$ cat src/rtl/roi_vote_hysteresis_core_assert.svh
// assertion macros for the zone vote filter
`ifndef ROI_VOTE_HYSTERESIS_CORE_ASSERT_SVH
`define ROI_VOTE_HYSTERESIS_CORE_ASSERT_SVH

// same-cycle implication, disabled while in reset
`define RVH_ASSERT_NOW(label, ante, cons, msg) \
    label: assert property (@(posedge i_clk) disable iff (!i_rst_n) \
        (ante) |-> (cons)) else $error(msg);

// next-cycle implication, disabled while in reset
`define RVH_ASSERT_NEXT(label, ante, cons, msg) \
    label: assert property (@(posedge i_clk) disable iff (!i_rst_n) \
        (ante) |=> (cons)) else $error(msg);

`endif

$ cat src/rtl/rvh_pkg.sv
package rvh_pkg;

    localparam int RVH_HISTORY_DEPTH = 15;
    localparam int RVH_ZONE_COUNT    = 16;

    localparam int ROI_W  = 5;
    localparam int ZONE_W = 4;
    localparam int TIME_W = 48;

    // highest zone the roi field can carry
    localparam int ROI_MAX = 15;

    localparam logic [1:0] REQ_FRAME  = 2'd0;
    localparam logic [1:0] REQ_NOTIFY = 2'd1;
    localparam logic [1:0] REQ_RESET  = 2'd2;

    localparam logic EV_ENTRY  = 1'b0;
    localparam logic EV_DEPART = 1'b1;

    localparam logic signed [ROI_W-1:0] VOTE_NONE = -5'sd1;

    typedef enum logic [1:0] {
        ST_IDLE,
        ST_SCAN,
        ST_DECIDE
    } t_state;

    // floor(x/5) for x below 256, by reciprocal multiply
    function automatic logic [7:0] div5(input logic [7:0] x);
        logic [17:0] p;
        p = 18'(x) * 18'd205;
        return p[17:10];
    endfunction

endpackage

$ cat src/rtl/roi_vote_hysteresis_core.sv
// Per-track zone vote filter with hysteresis.
// Input channel (i_in_valid / o_in_ready) takes one request: a frame
// observation, a mark-notified or a track reset. Output channel
// (o_out_valid / i_out_ready) carries at most one entry or departure event
// per observation, held in an output register until taken.
// Mark-notified, reset and unused request codes complete in the accept
// cycle and leave ready high, so they can follow back to back.
// A frame observation pushes its vote into the history, then one shared
// tally incrementer walks the history one entry a cycle through the
// registered history read port, with a decision cycle at the end.
// An observation holds ready low through the scan and the decision step,
// so the next request is taken only once it is through; the event is
// loaded into the output register by the decision step and is visible
// in the cycle after the decision.
// Reset (i_rst_n low, synchronous) empties the history, sets the stable
// zone to none and clears the notified mark, entry time and output valid.
// If the receiver stalls with an event still held, the next event waits in
// the decision step and no new request is taken until it can be loaded.
module roi_vote_hysteresis_core
    import rvh_pkg::*;
#(
    parameter int HISTORY_DEPTH = RVH_HISTORY_DEPTH,
    parameter int ZONE_COUNT    = RVH_ZONE_COUNT
) (
    input  logic                    i_clk,
    input  logic                    i_rst_n,
    input  logic                    i_in_valid,
    output logic                    o_in_ready,
    input  logic [1:0]              i_req_type,
    input  logic signed [ROI_W-1:0] i_frame_roi,
    input  logic                    i_is_vehicle,
    input  logic [TIME_W-1:0]       i_now_ms,
    output logic                    o_out_valid,
    input  logic                    i_out_ready,
    output logic                    o_event_kind,
    output logic [ZONE_W-1:0]       o_zone_index,
    output logic [TIME_W-1:0]       o_entry_time_ms
);

    localparam int CNT_W  = $clog2(HISTORY_DEPTH + 1);
    localparam int IDX_W  = (HISTORY_DEPTH > 1) ? $clog2(HISTORY_DEPTH) : 1;
    // tally slots: none first, then each zone the roi field can reach
    localparam int NSLOT  = ((ZONE_COUNT < ROI_MAX + 1) ? ZONE_COUNT : ROI_MAX + 1) + 1;
    localparam int SLOT_W = $clog2(NSLOT);

    localparam logic [CNT_W-1:0] DEPTH_C  = CNT_W'(HISTORY_DEPTH);
    localparam logic [IDX_W-1:0] WP_LAST  = IDX_W'(HISTORY_DEPTH - 1);
    localparam logic [IDX_W-1:0] WP_ONE   = (HISTORY_DEPTH > 1) ? IDX_W'(1) : '0;
    localparam logic [6:0]       ZC       = 7'(ZONE_COUNT);

    t_state r_state, n_state;

    logic signed [ROI_W-1:0] r_hist [HISTORY_DEPTH];
    logic [CNT_W-1:0]        r_cnt  [NSLOT];

    logic [CNT_W-1:0]        r_count, n_count;
    logic [IDX_W-1:0]        r_wp, n_wp;
    logic signed [ROI_W-1:0] r_stable, n_stable;
    logic                    r_notified, n_notified;
    logic [TIME_W-1:0]       r_entry, n_entry;

    logic [CNT_W-1:0]        r_idx, n_idx;
    logic [CNT_W-1:0]        r_need, n_need;
    logic signed [ROI_W-1:0] r_prev, n_prev;
    logic                    r_vehicle, n_vehicle;
    logic [TIME_W-1:0]       r_now, n_now;
    logic [SLOT_W-1:0]       r_best, n_best;
    logic                    r_found, n_found;
    logic                    r_rd_valid, n_rd_valid;
    logic signed [ROI_W-1:0] r_rd_data;

    logic                    r_out_valid, n_out_valid;
    logic                    r_out_kind, n_out_kind;
    logic [ZONE_W-1:0]       r_out_zone, n_out_zone;
    logic [TIME_W-1:0]       r_out_time, n_out_time;

    logic                    hist_we;
    logic [IDX_W-1:0]        hist_wa;
    logic signed [ROI_W-1:0] hist_wd;
    logic                    rd_en;
    logic                    cnt_clr;
    logic                    cnt_inc;

    logic signed [ROI_W-1:0] in_vote;
    logic [IDX_W-1:0]        wp_adv;
    logic [CNT_W-1:0]        cnt_push;
    logic [7:0]              need_full;
    logic [ROI_W-1:0]        slot_full;
    logic [SLOT_W-1:0]       rd_slot;
    logic [CNT_W-1:0]        cnt_new;
    logic                    issue;
    logic signed [ROI_W-1:0] cur;
    logic                    out_free;

    always_comb begin
        in_vote = VOTE_NONE;
        if (i_is_vehicle && !i_frame_roi[ROI_W-1]
                && ({3'b000, i_frame_roi[ZONE_W-1:0]} < ZC)) begin
            in_vote = i_frame_roi;
        end
    end

    assign wp_adv    = (r_wp == WP_LAST) ? '0 : r_wp + 1'b1;
    assign cnt_push  = (r_count == DEPTH_C) ? r_count : r_count + 1'b1;
    assign need_full = div5(8'({cnt_push, 2'b00}));
    assign slot_full = r_rd_data + 5'd1;
    assign rd_slot   = slot_full[SLOT_W-1:0];
    assign cnt_new   = r_cnt[rd_slot] + 1'b1;
    assign issue     = (r_idx < r_count);
    assign cur       = r_found ? ($signed(5'(r_best)) - 5'sd1) : r_prev;
    assign out_free  = !r_out_valid || i_out_ready;

    always_comb begin
        n_state     = r_state;
        n_count     = r_count;
        n_wp        = r_wp;
        n_stable    = r_stable;
        n_notified  = r_notified;
        n_entry     = r_entry;
        n_idx       = r_idx;
        n_need      = r_need;
        n_prev      = r_prev;
        n_vehicle   = r_vehicle;
        n_now       = r_now;
        n_best      = r_best;
        n_found     = r_found;
        n_rd_valid  = 1'b0;
        n_out_valid = r_out_valid && !i_out_ready;
        n_out_kind  = r_out_kind;
        n_out_zone  = r_out_zone;
        n_out_time  = r_out_time;
        hist_we     = 1'b0;
        hist_wa     = r_wp;
        hist_wd     = VOTE_NONE;
        rd_en       = 1'b0;
        cnt_clr     = 1'b0;
        cnt_inc     = 1'b0;

        case (r_state)
            ST_IDLE: begin
                if (i_in_valid) begin
                    case (i_req_type)
                        REQ_FRAME: begin
                            hist_we   = 1'b1;
                            hist_wd   = in_vote;
                            n_wp      = wp_adv;
                            n_count   = cnt_push;
                            n_need    = need_full[CNT_W-1:0];
                            cnt_clr   = 1'b1;
                            n_idx     = '0;
                            n_found   = 1'b0;
                            n_prev    = r_stable;
                            n_vehicle = i_is_vehicle;
                            n_now     = i_now_ms;
                            n_state   = ST_SCAN;
                        end
                        REQ_NOTIFY: begin
                            n_notified = 1'b1;
                        end
                        REQ_RESET: begin
                            n_count    = '0;
                            n_wp       = '0;
                            n_stable   = VOTE_NONE;
                            n_notified = 1'b0;
                            n_entry    = '0;
                        end
                        default: begin
                        end
                    endcase
                end
            end
            ST_SCAN: begin
                // read of entry idx overlaps the tally of the previous entry
                if (issue) begin
                    rd_en      = 1'b1;
                    n_idx      = r_idx + 1'b1;
                    n_rd_valid = 1'b1;
                end
                if (r_rd_valid) begin
                    cnt_inc = 1'b1;
                    // counts only grow, so a slot qualifies the moment it hits the bar
                    if (cnt_new >= r_need && (!r_found || rd_slot < r_best)) begin
                        n_found = 1'b1;
                        n_best  = rd_slot;
                    end
                end
                if (!issue && !r_rd_valid) begin
                    n_state = ST_DECIDE;
                end
            end
            ST_DECIDE: begin
                n_stable = cur;
                if (r_vehicle && !r_prev[ROI_W-1] && cur[ROI_W-1]) begin
                    if (!r_notified || out_free) begin
                        n_state = ST_IDLE;
                        if (r_notified) begin
                            n_out_valid = 1'b1;
                            n_out_kind  = EV_DEPART;
                            n_out_zone  = r_prev[ZONE_W-1:0];
                            n_out_time  = r_entry;
                        end
                        n_entry    = '0;
                        n_notified = 1'b0;
                        // reseed the history with a single none vote
                        hist_we    = 1'b1;
                        hist_wa    = '0;
                        hist_wd    = VOTE_NONE;
                        n_count    = CNT_W'(1);
                        n_wp       = WP_ONE;
                    end
                end else if (r_vehicle && r_prev[ROI_W-1] && !cur[ROI_W-1]) begin
                    if (out_free) begin
                        n_state     = ST_IDLE;
                        n_entry     = r_now;
                        n_out_valid = 1'b1;
                        n_out_kind  = EV_ENTRY;
                        n_out_zone  = cur[ZONE_W-1:0];
                        n_out_time  = r_now;
                    end
                end else begin
                    n_state = ST_IDLE;
                end
            end
            default: begin
                n_state = ST_IDLE;
            end
        endcase
    end

    always_ff @(posedge i_clk) begin
        if (!i_rst_n) begin
            r_state     <= ST_IDLE;
            r_count     <= '0;
            r_wp        <= '0;
            r_stable    <= VOTE_NONE;
            r_notified  <= 1'b0;
            r_entry     <= '0;
            r_found     <= 1'b0;
            r_rd_valid  <= 1'b0;
            r_out_valid <= 1'b0;
        end else begin
            r_state     <= n_state;
            r_count     <= n_count;
            r_wp        <= n_wp;
            r_stable    <= n_stable;
            r_notified  <= n_notified;
            r_entry     <= n_entry;
            r_found     <= n_found;
            r_rd_valid  <= n_rd_valid;
            r_out_valid <= n_out_valid;
        end
    end

    always_ff @(posedge i_clk) begin
        r_idx      <= n_idx;
        r_need     <= n_need;
        r_prev     <= n_prev;
        r_vehicle  <= n_vehicle;
        r_now      <= n_now;
        r_best     <= n_best;
        r_out_kind <= n_out_kind;
        r_out_zone <= n_out_zone;
        r_out_time <= n_out_time;
    end

    // vote history, one write port and one registered read port
    always_ff @(posedge i_clk) begin
        if (hist_we) begin
            r_hist[hist_wa] <= hist_wd;
        end
        if (rd_en) begin
            r_rd_data <= r_hist[r_idx[IDX_W-1:0]];
        end
    end

    always_ff @(posedge i_clk) begin
        if (cnt_clr) begin
            for (int k = 0; k < NSLOT; k++) begin
                r_cnt[k] <= '0;
            end
        end else if (cnt_inc) begin
            r_cnt[rd_slot] <= cnt_new;
        end
    end

    assign o_in_ready      = (r_state == ST_IDLE);
    assign o_out_valid     = r_out_valid;
    assign o_event_kind    = r_out_kind;
    assign o_zone_index    = r_out_zone;
    assign o_entry_time_ms = r_out_time;

`include "roi_vote_hysteresis_core_assert.svh"

    `RVH_ASSERT_NOW(a_count_bound, 1'b1, r_count <= DEPTH_C, "history count above depth")

    `RVH_ASSERT_NOW(a_read_order, (r_state == ST_SCAN) && r_rd_valid, r_idx != '0,
        "tally data without a prior read")

    `RVH_ASSERT_NEXT(a_frame_start,
        i_in_valid && o_in_ready && (i_req_type == REQ_FRAME),
        (r_state == ST_SCAN) && !r_found && !r_rd_valid && (r_count != '0),
        "frame transaction did not start a clean scan")

    `RVH_ASSERT_NOW(a_winner_bar, (r_state == ST_DECIDE) && r_found,
        (r_cnt[r_best] >= r_need) && (r_cnt[r_best] != '0),
        "chosen zone below the vote bar")

endmodule

$ cat config.mk
export PLATFORM = sky130hd
export DESIGN_NAME = roi_vote_hysteresis_core
export DESIGN_NICKNAME = d
export VERILOG_FILES = /design/src/rtl/rvh_pkg.sv /design/src/rtl/roi_vote_hysteresis_core.sv
export VERILOG_INCLUDE_DIRS = /design/src /design/src/rtl
export SDC_FILE = /design/constraint.sdc
export NUM_CORES = 1
export LEC_CHECK = 0
export BUFFER_PORTS_ARGS = -buffer_cell sky130_fd_sc_hd__buf_4
export CAP_MARGIN = 25
export CORE_AREA = 4 4 181 183
export CTS_BUF_LIST = sky130_fd_sc_hd__clkbuf_4 sky130_fd_sc_hd__clkbuf_8
export DETAILED_ROUTE_END_ITERATION = 12
export DIE_AREA = 0 0 185 187
export PLACE_DENSITY = 0.71
export SLEW_MARGIN = 10
export SYNTH_ARGS = -nofsm -noshare
export SYNTH_HDL_FRONTEND = slang
export SYNTH_SLANG_ARGS = --single-unit
export TNS_END_PERCENT = 1
$ cat constraint.sdc
create_clock -name i_clk -period 10.3 [get_ports i_clk]
set_clock_uncertainty 0.2 [all_clocks]
set_input_delay 2.575 -clock i_clk [delete_from_list [all_inputs] [get_ports i_clk]]
set_output_delay 2.575 -clock i_clk [all_outputs]
set_load 0.02 [all_outputs]
==> results of run 1 <==
## layer usage
layer / GRT usage (%) / routed length [um]
met1: 27.9 / 14800
met3: 3.54 / 1900
met4: 5.96 / 748
met2: 33.5 / 17600
met5: 0 / 0
## power by group through the flow
stage / clock (mW) / combinational (mW) / sequential [mW]
floorplan: 0 / 0.0678 / 1.77
global placement: 0 / 0.101 / 1.78
detailed placement: 0 / 0.104 / 1.78
CTS: 1.29 / 0.104 / 1.75
global route: 1.38 / 0.115 / 1.75
finish: 1.27 / 0.105 / 1.75
## cell usage in the layout (no fill, tap or decap), types with 3 or more instances in the layout
cell type / n
ha_1: 36
a21oi_1: 38
nor2_1: 104
o21ai_0: 21
or2_2: 7
or3_1: 5
clkinvlp_4: 4
xor2_1: 6
clkinv_1: 14
a21o_1: 9
mux4_1: 3
inv_1: 21
clkbuf_4: 29
nor3_1: 8
buf_4: 125
mux4_2: 49
o22ai_1: 9
clkbuf_8: 64
nand2b_1: 60
mux2i_1: 14
nand4_1: 3
nand3b_1: 3
dfxtp_1: 67
xnor2_1: 8
mux2_2: 52
edfxtp_1: 328
nand2_1: 72
a21boi_0: 58
and2_1: 4
and3_1: 6
nor2b_1: 13
clkinv_2: 4
nand3_1: 68
## final timing paths
kind / startpoint / to / cells past startpoint
worst max register to register: r_rd_data[0]$_DFFE_PP_ / r_best[0]$_DFFE_PP_ / 13
worst min-delay path: r_stable[3]$_SDFFE_PN1P_ / r_prev[3]$_DFFE_PP_ / 0
worst max-delay path: r_rd_data[0]$_DFFE_PP_ / r_best[0]$_DFFE_PP_ / 13
worst min register to register: r_stable[3]$_SDFFE_PN1P_ / r_prev[3]$_DFFE_PP_ / 0
## flip-flops by register name, summed over array words and instances (netlist names), 2 cells and up
signal,flops
r_idx,4
r_wp,4
r_count,4
r_prev,5
r_entry,48
o_entry_time_ms,48
r_cnt,128
r_stable,5
r_rd_data,5
r_state,2
o_zone_index,4
r_best,5
r_now,48
r_need,4
r_hist,75
## per-stage QoR
step	worst slack, ns	total power [mW]
finish	3.93	3.12
global route	3.53	3.24
CTS	3.97	3.14
detailed placement	4.00	1.88
global placement	4.23	1.88
floorplan	4.42	1.84
## critical path: stages (launching register included)
cell and delay [ns]:
edfxtp_1 0.83, ha_1 0.69, xor2_4 0.55, mux2i_1 0.31
a21oi_1 0.10, or4_1 0.89, ha_1 0.41, xor2_2 0.78
inv_2 0.32, ha_1 0.38, a21o_1 0.11, a21oi_1 0.06
nor2b_1 0.14, and2_1 0.26
## kinds of logic (layout without fill, tap and decap cells)
group | count (synthesis) | count (layout)
multiplexers | 118 | 118
flip-flops | 395 | 395
adder cells (fa/ha/maj) | 37 | 37
AND/OR/NAND/NOR | 364 | 364
XOR/XNOR | 16 | 16
AO/OA/AOI/OAI | 162 | 162
buffers and inverters | 93 | 266
## final cells by class
class / count / area share, %
clock buffer: 93 / 5.67
clock inverter: 21 / 0.549
inverter: 25 / 0.484
multi-input combinational: 697 / 28.0
sequential: 395 / 57.7
tap: 402 / 2.59
timing repair buffer: 127 / 4.94
==> summary.txt, run 1 <==
Floorplan
  – Row cnt: 65
  – Io pins: 115
  – Placeable Area: between 30000 and 40000 um2
  – Die Y: 187 um
  – Total Die Area: roughly 35000 um2
  – Initial Utilization: 54.5%
  – DIE WIDTH: roughly 190 um

Clocking
  – Setup Buffers After CTS: 0
  – Post-cts sizing count: 0
  – Clk pin slew, worst setup/hold paths: ~0.06 ns
  – H-tree depth: 2
  – Max clock buf depth: 3
  – Hold Buf Count CTS: 0
  – CTS tree: yes
  – CTS buffer count: 61
  – Root Buffer: clkbuf_8
  – Clk_lat worst skew: ~0.61 ns
  – Clk sinks: ~400

Synthesis
  – EDFF count, synth: around 330
  – Synth Area in Adders: roughly 2.7%
  – Ys async rst share: 0%
  – Top-area cell type share of the netlist area: between 50% and 60%
  – Multiplexer share of the synthesized area: 11.2%
  – Yosys Warn Count: 0
  – Synth Area in XOR/XNOR: less than 1%
  – Syn nets: around 1300
  – Cell Area, Synth: 17000 um2
  – Ys flop type: edfxtp_1
  – Distinct cell type count after synthesis: 67
  – Post-synthesis sequential area ratio: 65.8%
  – Combinational family with the most area after synthesis: multiplexers
  – Area leader, netlist: edfxtp_1
  – Yosys reg bits: just under 400
  – Area contributors post-synth: edfxtp_1 (58%), dfxtp_1 (7.9%), mux4_2 (6.5%)
  – Compound-Gate Fraction of Synth Area: ~6.5%
  – Synth cell count leaders: edfxtp_1 (328), nor2_1 (106), nand2_1 (72), nand3_1 (68), dfxtp_1 (67)
  – Post-synthesis simple-gate area fraction: 10.4%
  – Avg Cell Area, Syn: 14.4 um2
  – Syn Inst Count: about 1200
  – Most frequent cell after synthesis: edfxtp_1

Finish
  – Storage cell area: about 11000 um2
  – Fraction of layout cells with a size suffix above 1: 25.9%
  – Final Core Density: 62.1%
  – Layout Cells excl Fill: 1760
  – Fill cell count: between 2000 and 2500
  – Final net count: between 1000 and 1500
  – Area grow syn2layout: 14.0%
  – Antenna Cells: 0
  – Multi-input gate area: 5430 um2
  – Fin area: between 15000 and 20000 um2

Pwr
  – Clock Power Share: about two fifths
  – Max VDD drop: roughly 0.11 mV
  – Seq pwr share: a little under three fifths
  – P_leak: between 6 and 7 nW
  – Sw Pwr: 655 uW
  – PwrDens: approximately 160 nW/um2
  – Internal Power: roughly 2.5 mW
  – Switching share of power: between 20% and 30%
  – Gate power share: under 10%

Global routing
  – Largest net degree at the start of global routing: 97
  – Vias in the first global route: between 10000 and 15000
  – Grt ovf: 0
  – First-pass GRT wire length: ~56 mm
  – Initial antenna violation count: 0
  – Total track usage: roughly a fifth

Placed design
  – Post-DP HPWL: around 23 mm
  – Cell total after placement: between 1500 and 2000
  – Gpl congestion: between 0.8 and 0.9
  – Dpl cell area: around 18000 um2
  – IO buf count: between 100 and 150

Detailed routing
  – Wire per inst: 20.0 um
  – DRT antenna net count: 0
  – Via density: 5.64
  – Initial DRC count: 737
  – # DRC: 0
  – TritonRoute pass-1 iters: 5
  – Post-Route WL: roughly 35 mm
  – Vias: 9927

Critical path
  – Arr. time, crit path: 6.46 ns
  – Worst reg2reg setup slack: between 3 and 4 ns
  – Worst Path Max Fanout: 21
  – Crit start category: flop
  – Required time worst endpoint: a little over 10 ns
  – Worst setup EP type: flop
  – Kind of critical path: reg2reg

Timing
  – Unrepaired setup endpoints after global routing: false
  – Worst hold slack: 0.229 ns
  – Final Hold Vio Count: 0
  – Slew margin rel.: roughly a third
  – F_max: approximately 160 MHz
  – Final setup violation count: 0
  – Tcrit/Tclk final: between 60% and 70%
  – Setup tns final: 0 ns
  – Final Critical Period: about 6.4 ns
  – Final Max Tran Viols: 0
  – Worst Tran Pin Value: approximately 0.99 ns

Min path
  – Hold Path Class: reg2reg

Run status
  – Outcome: finished, final reports clean

Flow run
  – Maximum Capacitance Violations: 0
No activity file was read; power rests on OpenSTA's default activity.
==> run 2, diff against run 1 <==
==> constraint.sdc (replaced) <==
create_clock -name i_clk -period 6.5 [get_ports i_clk]
set_clock_uncertainty 0.2 [all_clocks]
set_input_delay 1.625 -clock i_clk [delete_from_list [all_inputs] [get_ports i_clk]]
set_output_delay 1.625 -clock i_clk [all_outputs]
set_load 0.02 [all_outputs]
==> run 2 against run 1 <==
  * Clock power rose by 72%
  * Count of clock-buffer cells in the layout grew 1
  * First-iteration DRC count is 5.8% lower
  * Sequential power rose by 58%
  * Non-clock buffer count rose by 2
  * Combinational power rose by 60%
  * Largest cell class unchanged
  * Largest power group unchanged
==> summary.txt, run 2 (synthesis results as in run 1) <==
Detailed routing
  – DRT antenna net count: 0
  – Vias: 9948
  – TritonRoute pass-1 iters: 5
  – # DRC: 0
  – Initial DRC count: roughly 700
  – Via density: approximately 5.6
  – Post-Route WL: between 30 and 40 mm
  – Wire per inst: 19.7 um

Critical path
  – R2R Path End: r_best[4]$_DFFE_PP_
  – Slowest CP cell: or4_1
  – Worst setup EP type: flop
  – Crit start category: flop
  – Top cell family by delay on the critical path: simple AND/OR/NAND/NOR gates
  – Worst path cell trace: buf_4, ha_1, xor2_4, mux2i_1, nor2_1, or4_1, nand2b_1, or3_1, nand2_1, ha_1, a21oi_1, nor2b_1, and2_1
  – Arr. time, crit path: 5.91 ns
  – Worst Path Max Fanout: 21
  – Required time worst endpoint: about 6.6 ns
  – Register-to-Register Path Depth: 13
  – CP dominant cell by count: ha_1
  – CP bufs+invs: 1
  – Worst reg2reg setup slack: between 0.6 and 0.7 ns
  – Kind of critical path: reg2reg
  – Origin of the critical flop-to-flop path: r_rd_data[0]$_DFFE_PP_
  – Crit-path max cell delay: just over 0.9 ns

Finish
  – Commonest non-fill, non-tap cell in the layout: edfxtp_1
  – Largest regs: r_cnt: 128 flops, r_hist: 75 flops
  – Antenna Cells: 0
  – Biggest register: r_cnt
  – Area grow syn2layout: 14.8%
  – Final net count: approximately 1400
  – Layout Cells excl Fill: ~1800
  – Fraction of layout cells with a size suffix above 1: between 20% and 30%
  – Fin area: 19500 um2
  – Most frequent cells in the layout: edfxtp_1 (328), buf_4 (127), nor2_1 (104), nand2_1 (72), clkbuf_8 (71)
  – Final Core Density: 62.5%
  – Max reg flops: about 130

Timing
  – Final Max Tran Viols: 0
  – Tcrit/Tclk final: between 80% and 90%
  – Setup tns final: 0 ns
  – F_max: ~170 MHz
  – Final Hold Vio Count: 0
  – Setup ws final: ~0.67 ns
  – Worst hold slack: ~0.23 ns
  – Final setup violation count: 0
  – Slew margin rel.: ~36%
  – Worst Tran Pin Value: between 0.9 and 1 ns
  – Final Critical Period: 5.83 ns
  – Unrepaired setup endpoints after global routing: false

Clocking
  – Post-cts sizing count: 0
  – CTS buffer count: between 60 and 70
  – Clk pin slew, worst setup/hold paths: ~0.06 ns
  – Setup Buffers After CTS: 0
  – Clk_lat worst skew: approximately 0.6 ns
  – Root Buffer: clkbuf_8
  – H-tree depth: 2
  – Clk sinks: just under 400
  – Max clock buf depth: 3
  – Hold Buf Count CTS: 0
  – CTS tree: yes

Global routing
  – Vias in the first global route: a little over 10000
  – Largest net degree at the start of global routing: between 90 and 100
  – Initial antenna violation count: 0
  – Total track usage: between 20% and 30%
  – First-pass GRT wire length: 55.6 mm
  – Grt ovf: 0

Floorplan
  – Io pins: 115
  – Total Die Area: roughly 35000 um2
  – Initial Utilization: 54.5%
  – Row cnt: 65
  – Placeable Area: roughly 31000 um2
  – Die Y: 187 um
  – DIE WIDTH: approximately 190 um

Placed design
  – Post-DP HPWL: ~22 mm
  – Worst slack, placed: 0.653 ns
  – IO buf count: approximately 110
  – Gpl congestion: between 0.8 and 0.9
  – Dpl cell area: 18200 um2
  – Cell total after placement: between 1500 and 2000

Min path
  – Hold Path Class: reg2reg
  – WHS Endpoint: r_prev[1]$_DFFE_PP_
  – Hold path depth: 0
  – Hold Crit Start: r_stable[1]$_SDFFE_PN1P_

Flow run
  – Maximum Capacitance Violations: 0

Pwr
  – Total chip power: ~5 mW
  – PwrDens: roughly 260 nW/um2
  – P_leak: ~7.0 nW
  – Max VDD drop: about 0.17 mV

Run status
  – Outcome: finished, final reports clean
-- run 2: changes by cell type in the layout (fill, tap and decap cells not counted) --
| cell | change |
|---|---|
| buf_8 | -1 |
| inv_8 | -1 |
| clkinv_2 | +4 |
| bufinv_16 | +3 |
| buf_16 | +1 |
| clkinvlp_4 | -2 |
| buf_4 | +2 |
| clkinv_1 | -4 |
| clkbuf_8 | +7 |
| clkbuf_4 | -6 |
-- run 2: power breakdown --
| group | switching (mW) | total (mW) | internal (mW) | leakage, nW |
|---|---|---|---|---|
| sequential | 0.0144 | 2.77 | 2.75 | 3.65 |
| combinational | 0.0936 | 0.168 | 0.0739 | 2.61 |
| clock | 0.933 | 2.18 | 1.24 | 0.703 |
-- run 2: worst max-delay path by stage --
stage	cells after the start	slack, ns	start	end
6_report	13	0.67	r_rd_data[0]$_DFFE_PP_	r_best[4]$_DFFE_PP_
2_1_floorplan	21	1.41	r_rd_data[0]$_DFFE_PP_	r_best[0]$_DFFE_PP_
4_1_cts	13	0.60	r_rd_data[0]$_DFFE_PP_	r_best[3]$_DFFE_PP_
3_5_place_dp	13	0.65	r_rd_data[0]$_DFFE_PP_	r_best[3]$_DFFE_PP_
5_1_grt	13	0.32	r_rd_data[0]$_DFFE_PP_	r_best[4]$_DFFE_PP_
3_3_place_gp	13	0.81	r_rd_data[0]$_DFFE_PP_	r_best[2]$_DFFE_PP_
-- run 2: per-layer routing --
| metal | GRT usage, % | vias up | wire, um | part of all wire, % |
|---|---|---|---|---|
| met3 | 3.19 | 56 | 1660 | 4.8 |
| met4 | 6.30 | 0 | 782 | 2.2 |
| met2 | 33.8 | 276 | 17800 | 51 |
| met5 | 0 | - | 0 | 0 |
| met1 | 27.4 | 4931 | 14600 | 42 |
| li1 | - | 4685 | - | - |
-- run 2: area by class of cell --
| type | instances | area [um2] |
|---|---|---|
| inverter | 25 | 93.8 |
| tap | 402 | 503 |
| sequential | 395 | 11200 |
| timing repair buffer | 129 | 986 |
| fill | 2385 | 11700 |
| multi-input combinational | 697 | 5430 |
| clock buffer | 94 | 1150 |
| clock inverter | 21 | 175 |
